**config.mk**
```make
export PLATFORM = sky130hd
export DESIGN_NAME = ordered_list_insert_remove
export DESIGN_NICKNAME = d
export VERILOG_FILES = /design/src/rtl/olir_pkg.sv /design/src/rtl/olir_datapath.sv /design/src/rtl/olir_ctrl.sv /design/src/rtl/ordered_list_insert_remove.sv
export VERILOG_INCLUDE_DIRS = /design/src /design/src/rtl
export SDC_FILE = /design/constraint.sdc
export NUM_CORES = 1
export LEC_CHECK = 0
export BUFFER_PORTS_ARGS = -buffer_cell sky130_fd_sc_hd__buf_4
export CAP_MARGIN = 20
export CORE_ASPECT_RATIO = 1.75
export CORE_MARGIN = 4
export CORE_UTILIZATION = 55
export CTS_BUF_LIST = sky130_fd_sc_hd__clkbuf_16
export DETAILED_ROUTE_END_ITERATION = 10
export PLACE_DENSITY = 0.72
export SYNTH_ARGS = -nofsm -noshare
export SYNTH_HDL_FRONTEND = slang
export SYNTH_SLANG_ARGS = --single-unit
```
**constraint.sdc**
```tcl
create_clock -name clk_i -period 8.8 [get_ports clk_i]
set_input_delay 0.88 -clock clk_i [delete_from_list [all_inputs] [get_ports clk_i]]
set_output_delay 0.88 -clock clk_i [all_outputs]
set_load 0.05 [all_outputs]
```
**src/rtl/ordered_list_insert_remove_macros.svh**
```systemverilog
// ----------------------------------------------------------------------------
// Ordered list assertion macros
// Shared concurrent assertion wrappers; define NO_ASSERTIONS to drop them.
// ----------------------------------------------------------------------------
`ifndef ORDERED_LIST_INSERT_REMOVE_MACROS_SVH
`define ORDERED_LIST_INSERT_REMOVE_MACROS_SVH

`ifndef NO_ASSERTIONS
// Same-cycle implication, disabled while reset is asserted
`define OLIR_ASSERT_IMP(lbl, clk, rst_n, ante, cons) \
  lbl: assert property (@(posedge clk) disable iff (!rst_n) (ante) |-> (cons)) \
    else $error("olir: same-cycle check failed");
// Next-cycle implication, disabled while reset is asserted
`define OLIR_ASSERT_NXT(lbl, clk, rst_n, ante, cons) \
  lbl: assert property (@(posedge clk) disable iff (!rst_n) (ante) |=> (cons)) \
    else $error("olir: next-cycle check failed");
`else
`define OLIR_ASSERT_IMP(lbl, clk, rst_n, ante, cons)
`define OLIR_ASSERT_NXT(lbl, clk, rst_n, ante, cons)
`endif

`endif

```
**src/rtl/olir_pkg.sv**
```systemverilog
// ----------------------------------------------------------------------------
// Ordered list package
// Widths, operation and status codes, and the controller/datapath bundles.
// ----------------------------------------------------------------------------
package olir_pkg;

  localparam int unsigned DATA_W       = 32;
  localparam int unsigned OP_W         = 2;
  localparam int unsigned STATUS_W     = 2;
  localparam int unsigned COUNT_W      = 5;
  localparam int unsigned CAPACITY_DEF = 16;

  typedef enum logic [OP_W-1:0] {
    OP_PUSH_FRONT = 2'd0,
    OP_PUSH_BACK  = 2'd1,
    OP_REMOVE     = 2'd2,
    OP_READ_OUT   = 2'd3
  } op_e;

  typedef enum logic [STATUS_W-1:0] {
    STATUS_OK       = 2'd0,
    STATUS_FULL     = 2'd1,
    STATUS_NOTFOUND = 2'd2,
    STATUS_EMPTY    = 2'd3
  } status_e;

  // Read address source
  typedef enum logic [1:0] {
    RA_IDX     = 2'd0,
    RA_IDX_DEC = 2'd1,
    RA_IDX_INC = 2'd2
  } rd_addr_e;

  // Write address source
  typedef enum logic [1:0] {
    WA_IDX  = 2'd0,
    WA_FILL = 2'd1,
    WA_HEAD = 2'd2
  } wr_addr_e;

  // Write data source
  typedef enum logic [1:0] {
    WD_IN    = 2'd0,
    WD_VAL   = 2'd1,
    WD_RDATA = 2'd2
  } wr_data_e;

  typedef struct packed {
    logic     load_val;
    logic     idx_clr;
    logic     idx_load_fill;
    logic     idx_inc;
    logic     idx_dec;
    logic     rd_en;
    rd_addr_e rd_addr;
    logic     wr_en;
    wr_addr_e wr_addr;
    wr_data_e wr_data;
    logic     fill_inc;
    logic     fill_dec;
    logic     emit;
    logic     emit_item;
    status_e  emit_status;
  } olir_cmd_t;

  typedef struct packed {
    logic full;
    logic empty;
    logic match;
    logic idx_last;
    logic idx_one;
    logic rm_last;
  } olir_stat_t;

endpackage

```
**src/rtl/olir_datapath.sv**
```systemverilog
// ----------------------------------------------------------------------------
// Ordered list datapath
// Entry memory, fill and index counters, search compare and result registers.
// ----------------------------------------------------------------------------
module olir_datapath #(
  parameter int unsigned CAPACITY = olir_pkg::CAPACITY_DEF
) (
  input  logic                                clk_i,
  input  logic                                rst_ni,
  input  olir_pkg::olir_cmd_t                 cmd_i,
  output olir_pkg::olir_stat_t                stat_o,
  input  logic signed [olir_pkg::DATA_W-1:0]  value_i,
  output logic                                strobe_o,
  output logic [olir_pkg::STATUS_W-1:0]       status_o,
  output logic signed [olir_pkg::DATA_W-1:0]  item_value_o,
  output logic                                item_valid_o,
  output logic                                last_o,
  output logic [olir_pkg::COUNT_W-1:0]        entry_count_o
);
  import olir_pkg::*;

  localparam int unsigned IW = $clog2(CAPACITY + 1);
  localparam int unsigned AW = $clog2(CAPACITY);

  logic [DATA_W-1:0] mem_q [CAPACITY];
  logic [DATA_W-1:0] rdata_q;
  logic [DATA_W-1:0] val_q;
  logic [DATA_W-1:0] wr_data;
  logic [IW-1:0]     fill_q, fill_d;
  logic [IW-1:0]     idx_q, idx_d;
  logic [IW:0]       idx_p1, idx_p2;
  logic [IW-1:0]     rd_idx, wr_idx;

  logic                strobe_q;
  logic [STATUS_W-1:0] status_q;
  logic [DATA_W-1:0]   item_value_q;
  logic                item_valid_q;
  logic                last_q;
  logic [COUNT_W-1:0]  count_q;

  assign idx_p1 = {1'b0, idx_q} + (IW+1)'(1);
  assign idx_p2 = {1'b0, idx_q} + (IW+1)'(2);

  // Status flags toward the controller
  assign stat_o.full     = (fill_q == IW'(CAPACITY));
  assign stat_o.empty    = (fill_q == '0);
  assign stat_o.match    = (rdata_q == val_q);
  assign stat_o.idx_last = (idx_p1 == {1'b0, fill_q});
  assign stat_o.idx_one  = (idx_q == IW'(1));
  assign stat_o.rm_last  = (idx_p2 == {1'b0, fill_q});

  // Select memory addresses and write data
  always_comb begin
    case (cmd_i.rd_addr)
      RA_IDX:     rd_idx = idx_q;
      RA_IDX_DEC: rd_idx = idx_q - IW'(1);
      RA_IDX_INC: rd_idx = idx_p1[IW-1:0];
      default:    rd_idx = idx_q;
    endcase
    case (cmd_i.wr_addr)
      WA_IDX:  wr_idx = idx_q;
      WA_FILL: wr_idx = fill_q;
      WA_HEAD: wr_idx = '0;
      default: wr_idx = idx_q;
    endcase
    case (cmd_i.wr_data)
      WD_IN:    wr_data = value_i;
      WD_VAL:   wr_data = val_q;
      WD_RDATA: wr_data = rdata_q;
      default:  wr_data = rdata_q;
    endcase
  end

  // Entry memory: one write, one registered read per cycle
  always_ff @(posedge clk_i) begin
    if (cmd_i.wr_en) begin
      mem_q[wr_idx[AW-1:0]] <= wr_data;
    end
    if (cmd_i.rd_en) begin
      rdata_q <= mem_q[rd_idx[AW-1:0]];
    end
  end

  // Next fill and index values
  always_comb begin
    fill_d = fill_q;
    if (cmd_i.fill_inc) begin
      fill_d = fill_q + IW'(1);
    end else if (cmd_i.fill_dec) begin
      fill_d = fill_q - IW'(1);
    end
    idx_d = idx_q;
    if (cmd_i.idx_clr) begin
      idx_d = '0;
    end else if (cmd_i.idx_load_fill) begin
      idx_d = fill_q;
    end else if (cmd_i.idx_inc) begin
      idx_d = idx_p1[IW-1:0];
    end else if (cmd_i.idx_dec) begin
      idx_d = idx_q - IW'(1);
    end
  end

  // Hold counters and result strobe
  always_ff @(posedge clk_i or negedge rst_ni) begin
    if (!rst_ni) begin
      fill_q   <= '0;
      idx_q    <= '0;
      strobe_q <= 1'b0;
    end else begin
      fill_q   <= fill_d;
      idx_q    <= idx_d;
      strobe_q <= cmd_i.emit;
    end
  end

  // Capture operand and result word
  always_ff @(posedge clk_i) begin
    if (cmd_i.load_val) begin
      val_q <= value_i;
    end
    if (cmd_i.emit) begin
      status_q     <= cmd_i.emit_status;
      item_value_q <= cmd_i.emit_item ? rdata_q : '0;
      item_valid_q <= cmd_i.emit_item;
      last_q       <= cmd_i.emit_item ? stat_o.idx_last : 1'b1;
      count_q      <= COUNT_W'(fill_d);
    end
  end

  assign strobe_o      = strobe_q;
  assign status_o      = status_q;
  assign item_value_o  = item_value_q;
  assign item_valid_o  = item_valid_q;
  assign last_o        = last_q;
  assign entry_count_o = count_q;

endmodule

```
**src/rtl/olir_ctrl.sv**
```systemverilog
// ----------------------------------------------------------------------------
// Ordered list controller
// Sequences push, search, gap closing and read-out over the entry memory.
// ----------------------------------------------------------------------------
module olir_ctrl (
  input  logic                          clk_i,
  input  logic                          rst_ni,
  input  logic                          start_i,
  input  logic [olir_pkg::OP_W-1:0]     op_i,
  input  olir_pkg::olir_stat_t          stat_i,
  output olir_pkg::olir_cmd_t           cmd_o,
  output logic                          busy_o
);
  import olir_pkg::*;

  typedef enum logic [10:0] {
    S_IDLE   = 11'b000_0000_0001,
    S_PF_RD  = 11'b000_0000_0010,
    S_PF_WR  = 11'b000_0000_0100,
    S_PF_INS = 11'b000_0000_1000,
    S_SR_RD  = 11'b000_0001_0000,
    S_SR_CMP = 11'b000_0010_0000,
    S_RM_RD  = 11'b000_0100_0000,
    S_RM_WR  = 11'b000_1000_0000,
    S_RO_RD  = 11'b001_0000_0000,
    S_RO_OUT = 11'b010_0000_0000,
    S_SPARE  = 11'b100_0000_0000
  } state_e;

  state_e state_q, state_d;

  // Decode state into datapath commands
  always_comb begin
    state_d = state_q;
    cmd_o   = '0;
    case (state_q)
      S_IDLE: begin
        if (start_i) begin
          cmd_o.load_val = 1'b1;
          case (op_e'(op_i))
            OP_PUSH_FRONT: begin
              if (stat_i.full) begin
                cmd_o.emit        = 1'b1;
                cmd_o.emit_status = STATUS_FULL;
              end else if (stat_i.empty) begin
                state_d = S_PF_INS;
              end else begin
                cmd_o.idx_load_fill = 1'b1;
                state_d             = S_PF_RD;
              end
            end
            OP_PUSH_BACK: begin
              cmd_o.emit = 1'b1;
              if (stat_i.full) begin
                cmd_o.emit_status = STATUS_FULL;
              end else begin
                cmd_o.wr_en       = 1'b1;
                cmd_o.wr_addr     = WA_FILL;
                cmd_o.wr_data     = WD_IN;
                cmd_o.fill_inc    = 1'b1;
                cmd_o.emit_status = STATUS_OK;
              end
            end
            OP_REMOVE: begin
              if (stat_i.empty) begin
                cmd_o.emit        = 1'b1;
                cmd_o.emit_status = STATUS_EMPTY;
              end else begin
                cmd_o.idx_clr = 1'b1;
                state_d       = S_SR_RD;
              end
            end
            OP_READ_OUT: begin
              if (stat_i.empty) begin
                cmd_o.emit        = 1'b1;
                cmd_o.emit_status = STATUS_EMPTY;
              end else begin
                cmd_o.idx_clr = 1'b1;
                state_d       = S_RO_RD;
              end
            end
            default: begin
              state_d = S_IDLE;
            end
          endcase
        end
      end
      // Shift entries back by one, last first
      S_PF_RD: begin
        cmd_o.rd_en   = 1'b1;
        cmd_o.rd_addr = RA_IDX_DEC;
        state_d       = S_PF_WR;
      end
      S_PF_WR: begin
        cmd_o.wr_en   = 1'b1;
        cmd_o.wr_addr = WA_IDX;
        cmd_o.wr_data = WD_RDATA;
        cmd_o.idx_dec = 1'b1;
        state_d       = stat_i.idx_one ? S_PF_INS : S_PF_RD;
      end
      S_PF_INS: begin
        cmd_o.wr_en       = 1'b1;
        cmd_o.wr_addr     = WA_HEAD;
        cmd_o.wr_data     = WD_VAL;
        cmd_o.fill_inc    = 1'b1;
        cmd_o.emit        = 1'b1;
        cmd_o.emit_status = STATUS_OK;
        state_d           = S_IDLE;
      end
      // Scan front to back for the first match
      S_SR_RD: begin
        cmd_o.rd_en   = 1'b1;
        cmd_o.rd_addr = RA_IDX;
        state_d       = S_SR_CMP;
      end
      S_SR_CMP: begin
        if (stat_i.match) begin
          if (stat_i.idx_last) begin
            cmd_o.fill_dec    = 1'b1;
            cmd_o.emit        = 1'b1;
            cmd_o.emit_status = STATUS_OK;
            state_d           = S_IDLE;
          end else begin
            state_d = S_RM_RD;
          end
        end else if (stat_i.idx_last) begin
          cmd_o.emit        = 1'b1;
          cmd_o.emit_status = STATUS_NOTFOUND;
          state_d           = S_IDLE;
        end else begin
          cmd_o.idx_inc = 1'b1;
          state_d       = S_SR_RD;
        end
      end
      // Close the gap: move each later entry one place forward
      S_RM_RD: begin
        cmd_o.rd_en   = 1'b1;
        cmd_o.rd_addr = RA_IDX_INC;
        state_d       = S_RM_WR;
      end
      S_RM_WR: begin
        cmd_o.wr_en   = 1'b1;
        cmd_o.wr_addr = WA_IDX;
        cmd_o.wr_data = WD_RDATA;
        cmd_o.idx_inc = 1'b1;
        if (stat_i.rm_last) begin
          cmd_o.fill_dec    = 1'b1;
          cmd_o.emit        = 1'b1;
          cmd_o.emit_status = STATUS_OK;
          state_d           = S_IDLE;
        end else begin
          state_d = S_RM_RD;
        end
      end
      // Stream every entry out, front first
      S_RO_RD: begin
        cmd_o.rd_en   = 1'b1;
        cmd_o.rd_addr = RA_IDX;
        state_d       = S_RO_OUT;
      end
      S_RO_OUT: begin
        cmd_o.emit        = 1'b1;
        cmd_o.emit_item   = 1'b1;
        cmd_o.emit_status = STATUS_OK;
        cmd_o.idx_inc     = 1'b1;
        state_d           = stat_i.idx_last ? S_IDLE : S_RO_RD;
      end
      default: begin
        state_d = S_IDLE;
      end
    endcase
  end

  // Advance state
  always_ff @(posedge clk_i or negedge rst_ni) begin
    if (!rst_ni) begin
      state_q <= S_IDLE;
    end else begin
      state_q <= state_d;
    end
  end

  assign busy_o = (state_q != S_IDLE);

endmodule

```
**src/rtl/ordered_list_insert_remove.sv**
```systemverilog
// ----------------------------------------------------------------------------
// Ordered list with insert and remove
// Bounded ordered list of signed 32-bit words with push, remove and read-out.
// ----------------------------------------------------------------------------
// Usage:
//   A command word (op_i, value_i) is taken at a rising edge where start is
//   high and busy is low. Results leave on status_o, item_value_o,
//   item_valid_o, last_o and entry_count_o, each valid for the single cycle
//   strobe_o is high; last_o marks the final result of a command.
//   What each command does between acceptance and its final result strobe:
//     push back, or any command refused as full or empty: a single result word
//     push front: every entry moves back one place, then the head is written
//     remove:     entries are scanned front to back for the first match, then
//                 each later entry moves forward one place
//     read-out:   one result word per entry, front first
//   The entry memory has a single write port and a registered read, so
//   each move or compare is a read followed by a use of the read data.
//   A new command may be given in the cycle its predecessor's last result
//   is shown. Reset empties the list at once; no clearing pass is needed.
//   Results cannot be held off by the receiver.
// ----------------------------------------------------------------------------
`include "ordered_list_insert_remove_macros.svh"

module ordered_list_insert_remove #(
  parameter int unsigned CAPACITY = olir_pkg::CAPACITY_DEF
) (
  input  logic                                clk_i,
  input  logic                                rst_ni,
  input  logic                                start,
  output logic                                busy,
  input  logic [olir_pkg::OP_W-1:0]           op_i,
  input  logic signed [olir_pkg::DATA_W-1:0]  value_i,
  output logic                                strobe_o,
  output logic [olir_pkg::STATUS_W-1:0]       status_o,
  output logic signed [olir_pkg::DATA_W-1:0]  item_value_o,
  output logic                                item_valid_o,
  output logic                                last_o,
  output logic [olir_pkg::COUNT_W-1:0]        entry_count_o
);
  import olir_pkg::*;

  olir_cmd_t  cmd;
  olir_stat_t stat;

  olir_ctrl u_ctrl (
    .clk_i  (clk_i),
    .rst_ni (rst_ni),
    .start_i(start),
    .op_i   (op_i),
    .stat_i (stat),
    .cmd_o  (cmd),
    .busy_o (busy)
  );

  olir_datapath #(
    .CAPACITY(CAPACITY)
  ) u_datapath (
    .clk_i        (clk_i),
    .rst_ni       (rst_ni),
    .cmd_i        (cmd),
    .stat_o       (stat),
    .value_i      (value_i),
    .strobe_o     (strobe_o),
    .status_o     (status_o),
    .item_value_o (item_value_o),
    .item_valid_o (item_valid_o),
    .last_o       (last_o),
    .entry_count_o(entry_count_o)
  );

  // Push back always answers on the next cycle with a single word
  `OLIR_ASSERT_NXT(a_push_back_answers, clk_i, rst_ni, start && !busy && (op_i == OP_PUSH_BACK), strobe_o && last_o)
  // An entry word always carries ok status
  `OLIR_ASSERT_IMP(a_item_ok, clk_i, rst_ni, strobe_o && item_valid_o, status_o == STATUS_OK)
  // Only read-out produces non-final words, and the block stays busy then
  `OLIR_ASSERT_IMP(a_mid_is_item, clk_i, rst_ni, strobe_o && !last_o, item_valid_o && busy)
  // A refused push reports a full list
  `OLIR_ASSERT_IMP(a_full_count, clk_i, rst_ni, strobe_o && (status_o == STATUS_FULL), entry_count_o == COUNT_W'(CAPACITY))
  // Idle without a command yields no word
  `OLIR_ASSERT_NXT(a_idle_quiet, clk_i, rst_ni, !busy && !start, !strobe_o)

endmodule
```
# [Word-level counts from Yosys, hierarchy flattened]
# Memory sizes are Yosys's and may differ from the RTL's. A register that Yosys moved wholly into a read port is not among the register bits.
# Cells that the tools add are included.
[op_classes] n_addsub=5 eq_ne=29 muxes=59 reduce_logical=11
[ops] operator="one-hot mux 11 bit (9 select lines)" n=1
[ops] operator="one-hot mux 32 bit (2 select lines)" n=1
[ops] operator="two-way mux 11 bit" n=4
[ops] operator="two-way mux 5 bit" n=7
[ops] operator="one-hot mux 11 bit (3 select lines)" n=1
[ops] operator="== test 32 bit" n=1
[ops] operator="two-way mux 7 bit" n=3
[ops] operator="two-way mux 6 bit" n=3
[ops] operator="two-way mux 1 bit" n=17
[ops] operator="one-hot mux 4 bit (2 select lines)" n=2
[ops] operator="one-hot mux 5 bit (3 select lines)" n=1
[ops] operator="== test 6 x 5 -> 1 bit" n=2
[ops] operator="two-way mux 2 bit" n=6
[ops] operator="OR reduction 2 bit" n=6
[ops] operator="== test 11 x 1 -> 1 bit (second input constant)" n=1
[ops] operator="== test 11 x 10 -> 1 bit (second input constant)" n=1
[ops] operator="== test 11 x 2 -> 1 bit (second input constant)" n=1
[ops] operator="== test 11 x 3 -> 1 bit (second input constant)" n=1
[ops] operator="== test 11 x 4 -> 1 bit (second input constant)" n=1
[ops] operator="== test 11 x 5 -> 1 bit (second input constant)" n=1
[ops] operator="== test 11 x 6 -> 1 bit (second input constant)" n=1
[ops] operator="== test 11 x 7 -> 1 bit (second input constant)" n=1
[ops] operator="== test 11 x 8 -> 1 bit (second input constant)" n=1
[ops] operator="== test 11 x 9 -> 1 bit (second input constant)" n=1
[ops] operator="24 further kinds" n=39
[totals] ff_bits=95 ramBits=512 input_bits=37 out_inout_bits=43 word_cells=115 n_memories=1
[memory_table] memory="u_datapath.mem_q" words=16 width=32 rd=1 rd_clocked_by_memory_dff=1 wr=1 line="olir_datapath.sv:25" source="logic [DATA_W-1:0] mem_q [CAPACITY];"

# [Depth between registers and ports, before layout]
[logic_depth] depth_word=8 mapped_depth=14 ltp_nobuf=12

# [Modules after synthesis]
# Synthesis repeated with hierarchy kept, for this count alone.
[hier_totals] cells_unflattened=2152 hier_area_um2=28891.5
[by_module_without_submodules] module="olir_datapath" instances=1 cells_per_inst=2056 area_per_inst_um2=28064.4 seq_area_each_um2=18803.0
[by_module_without_submodules] module="olir_ctrl" instances=1 cells_per_inst=96 area_per_inst_um2=827.0 seq_area_each_um2=251.5

# [Worst setup path before layout]
# No wires, ideal clock.
[synth_path] path_kind="flip-flop to flip-flop" startpoint="register u_ctrl.state_q[4]" endpoint="memory u_datapath.mem_q[4][0] (enable)" setup_time_ns=0.421 t_arrival_ns=3.984 required_ns=8.379 path_slack_ns=4.395 path_stages_with_launch=12 path_buffers=2 period_less_slack_ns=4.405 path_cell_list="dfrtp_1 nor4_4 nand3_1 nor3b_2 clkbuf_1 inv_1 ha_1 clkbuf_1 nand2_1 o21ai_0 nand2_1 nor2_1"
[synth_between] elab_chain_len=5 elab_cells_between_ends=11 cone_classes="eq/ne: 6; mux: 4; reduce/logical: 1"
[synth_lines] element="from (decl)" line="olir_ctrl.sv:30" source="state_e state_q, state_d;"
[synth_lines] element="from (signal assigned)" line="olir_ctrl.sv:179" source="state_q <= state_d;"
[synth_lines] element="== test 11 x 3 -> 1 bit / == test 11 x 8 -> 1 bit (equally long branches)" line="olir_ctrl.sv:36" source="case (state_q)"
[synth_lines] element="OR reduction 2 bit (no line)"
[synth_lines] element="one-hot mux 5 bit (3 select lines) *" line="olir_ctrl.sv:36"
[synth_lines] element="== test 2 bit, or another cell as far along" line="olir_datapath.sv:60" source="case (cmd_i.wr_addr)"
[synth_lines] element="one-hot mux 4 bit (2 select lines) / two-way mux 1 bit (equally long branches)" line="olir_datapath.sv:60, olir_datapath.sv:77"
[synth_lines] element="to (decl)" line="olir_datapath.sv:25"
# Every way passes the cells marked *; elsewhere a longest branch is shown, timed or not.

# [Worst setup path in the final report]
[layout_path] startpoint="register u_ctrl.state_q[4]" endpoint="register u_datapath.rdata_q[21], read port of u_datapath.mem_q (data pin)"
[layout_between] elab_chain_len=5 elab_cells_between_ends=9 cone_classes="eq/ne: 6; mux: 2; reduce/logical: 1"
[layout_lines] element="== test 11 x 5 -> 1 bit / == test 11 x 9 -> 1 bit (equally long branches)" line="olir_ctrl.sv:36"
[layout_lines] element="OR reduction 2 bit (no line)"
[layout_lines] element="one-hot mux 3 bit (3 select lines) *" line="olir_ctrl.sv:36"
[layout_lines] element="== test 2 bit / == test 2 x 1 -> 1 bit (equally long branches)" line="olir_datapath.sv:54" source="case (cmd_i.rd_addr)"
[layout_lines] element="one-hot mux 4 bit (2 select lines)" line="olir_datapath.sv:54"
[layout_lines] element="to (decl)" line="olir_datapath.sv:26" source="logic [DATA_W-1:0] rdata_q;"
# Marks and branches as above.
# A chain may end at the register's enable or synchronous reset.

==> flow_summary.ini <==
[clock_network]
clk_path_buf_depth = 3
clk_pin_slew_ns = 0.07
clock-sinks = 638
cts_tree = done
numCtsBuffers = 53
clock_latency_ns = 0.61
cts_setup_buffers = 0
postCtsHoldBufs = 0
clk_root_buffer_cell = clkbuf_16
cts_resized = 0
h-tree-depth = 2

[drt]
drtPass1Iterations = 5
drt_iter0_drc = 1425
vias = 13400
drc_errors = 0
viasPerCell = 6.37
drtAntennaViolNets = 0
wl_microns = 59700
routedWlPerCell_microns = 28.5

[worst_setup_path]
r2r-start = u_ctrl.state_q[4]
arrival_ns = 5.30
cp-end-kind = flip-flop
crit_start = u_ctrl.state_q[4]
worst_ep_required_time_ns = 9.12
path_max_fanout = 100
crit_type = reg -> reg
cp-start-kind = flip-flop

[floorplan]
start_util_pct = 55.8
design.core.area_sq_um = 46200
die_w_microns = 172
die_h_microns = 294
die_area_sq_um = 50500
std_cell_rows = 104
num_io_pins = 80

[global_route]
antenna_found_initial = 0
grt_pass1_wl_microns = 88300
use_met2_pct = 40.9
met3_usage_pct = 3.15
gr-total-overflow = 0
grtUsageTotal_pct = 24.0
use_met1_pct = 32.5
grt_pass1_vias = 13700
grt_max_degree = 129
grt.busiest_layer = met2

[pwr]
switching_share_pct = 29.7
p_per_area_nw_per_um2 = 292
p_int_mw = 5.97
leakagePower_nw = 9.58
p_sw_mw = 2.52
design_power_total_mw = 8.48
seq_power_share_pct = 44.4
clkPwrFrac_pct = 28.9
vdd.ir_drop.worst_v = 0.000317
p_comb_share_pct = 26.7

[finish]
n_fill_cell = 3178
stdcell_count = 2098
utilization_pct = 62.9
drive_above_1_share_pct = 23.7
antennaDiodeCount = 0
syn_to_final_growth_pct = 12.7
final_area_sq_um = 29100
fin_nets = 1520

[timing]
period_share_pct = 56.7
slew_headroom_pct = 28.8
timing.final.hold_violations = 0
setup-tns-final_ns = 0
finalSetupViolCount = 0
rsz0062_at_grt = no
tightest_slew_ns = 1.06
drv_slew = 0
worst_slack_ns = 3.81
clock_skew_ns = 0.0289
finalCriticalPeriod_ns = 4.99
clock.fmax_mhz = 201
hold-worst-slack_ns = 0.180

[worst_hold_path]
worstHoldPathType = in -> async

[yosys]
synthFlopType = edfxtp_1
yosysUniqueCellTypes = 68
synthesis.instances = 1379
synth_warnings = 0
syn_area_per_cell_sq_um = 18.7
synthTopCellsByCount = 617 x edfxtp_1, 128 x mux4_2, 91 x nand2_1, 45 x a21oi_1, 44 x nor2_1
ys_top_cells_by_area = edfxtp_1 72%, mux4_2 11%, dfrtp_1 1.9%
async_flop_share_pct = 3.29
synth.most_common_cell = edfxtp_1
netlist_area_sq_um = 25800
ys_seq_area_share_pct = 73.9
synth_seq_cells = 638
synth_top_cell_area_share_pct = 71.9
syn_nets = 1428
synth-edff-count = 617
synth_top_area_cell = edfxtp_1

[status]
outcome = completed

[place]
numPortBuffers = 79
place_inst = 1999
gp_congestion = 0.810
place_area_sq_um = 27200
dp_slack_ns = 3.79
dp_hpwl_microns = 32100

[job]
maxCapViolations = 0
## cells in the final DEF, fill, tap and decap left out, types with 3 or more instances in the layout
master / Yosys / routed
nor4_1: 10 / 10
and4b_1: 3 / 3
a211oi_1: 32 / 32
and3_1: 3 / 3
buf_4: 4 / 107
a22oi_1: 35 / 35
clkinvlp_4: 0 / 4
bufinv_16: 0 / 9
nor3_1: 7 / 6
nand3_1: 11 / 11
xnor2_1: 6 / 6
a21oi_1: 45 / 43
nor2b_1: 40 / 40
clkinv_2: 0 / 9
clkbuf_16: 0 / 54
nand4_1: 5 / 5
xor2_1: 39 / 39
o211ai_1: 4 / 4
nand2b_1: 3 / 3
nand3b_1: 3 / 3
edfxtp_1: 617 / 617
nor2_1: 44 / 28
dfrtp_1: 20 / 20
mux4_2: 128 / 128
nor3b_1: 7 / 6
o21ai_0: 10 / 10
ha_1: 12 / 12
and2_1: 33 / 33
clkinv_1: 0 / 9
nor2_4: 0 / 16
inv_1: 12 / 21
o21ai_1: 4 / 4
mux2i_1: 34 / 34
nand2_1: 91 / 90
and4_1: 3 / 3
## cells by family after synthesis
group,Yosys count,share of synthesized area [%]
AOI/OAI and AO/OA,156,4.21
xor gates and xnor gates,45,1.53
adders and majority gates,12,0.582
buffers and inverters,86,1.46
DFF,638,73.9
muxes,164,12.6
and+or+nand+nor,278,5.71
## metal layers
| layer | share of wire [%] | vias to the layer above | wire length [microns] |
|---|---|---|---|
| met5 | 0 | - | 0 |
| li1 | - | 5706 | - |
| met4 | 3.1 | 0 | 1870 |
| met1 | 38 | 6948 | 22500 |
| met3 | 7.5 | 122 | 4480 |
| met2 | 52 | 594 | 30900 |
## sequential cells by signal, summed over array words and instances (netlist names)
name,cells
u_datapath.val_q,32
u_datapath.idx_q,5
u_datapath.last_o,1
u_datapath.rdata_q,32
u_datapath.strobe_o,1
u_ctrl.state_q,10
u_datapath.item_value_o,32
u_datapath.mem_q,512
u_datapath.status_o,2
u_datapath.fill_q,5
u_datapath.item_valid_o,1
u_datapath.entry_count_o,5
## power by group through the flow
stage	registers (mW)	logic (mW)	clock network, mW
after floorplan	3.80	1.69	0
after detailed placement	3.83	2.27	0
after global routing	3.78	2.43	2.63
final	3.77	2.26	2.46
after global placement	3.82	2.22	0
after CTS	3.76	2.28	2.49
## final timing paths
path                                           to  slack (ns)  cells past startpoint
hold / removal                u_datapath.idx_q[0]        0.18                      1
hold reg to reg                 u_ctrl.state_q[7]        0.51                      1
setup reg to reg           u_datapath.rdata_q[21]        3.81                     13
max in group asynchronous       u_ctrl.state_q[0]        8.33                      1
setup / recovery           u_datapath.rdata_q[21]        3.81                     13
min in group clk_i           u_datapath.val_q[16]        0.46                      1
## final cells by class
type	instances	area [sq um]	share of cell area, %
inverter	14	52.6	0.181
timing repair buffer	109	843	2.90
tap	583	729	2.51
sequential	638	19100	65.6
clock inverter	45	483	1.66
multi-input combinational	655	6550	22.5
clock buffer	54	1350	4.65
## critical path: stages (launching register included)
cell and delay (ns):
dfrtp_1 0.43, nor4_4 0.36, nand3_1 0.14, nor3b_1 0.40, inv_1 0.08, ha_1 0.56, nor3_1 0.14, a21oi_4 0.13
buf_4 0.50, buf_12 0.64, mux4_2 0.60, nor2b_1 0.16, a211oi_1 0.32, a21oi_1 0.07
(Power assumes the default switching activity.)
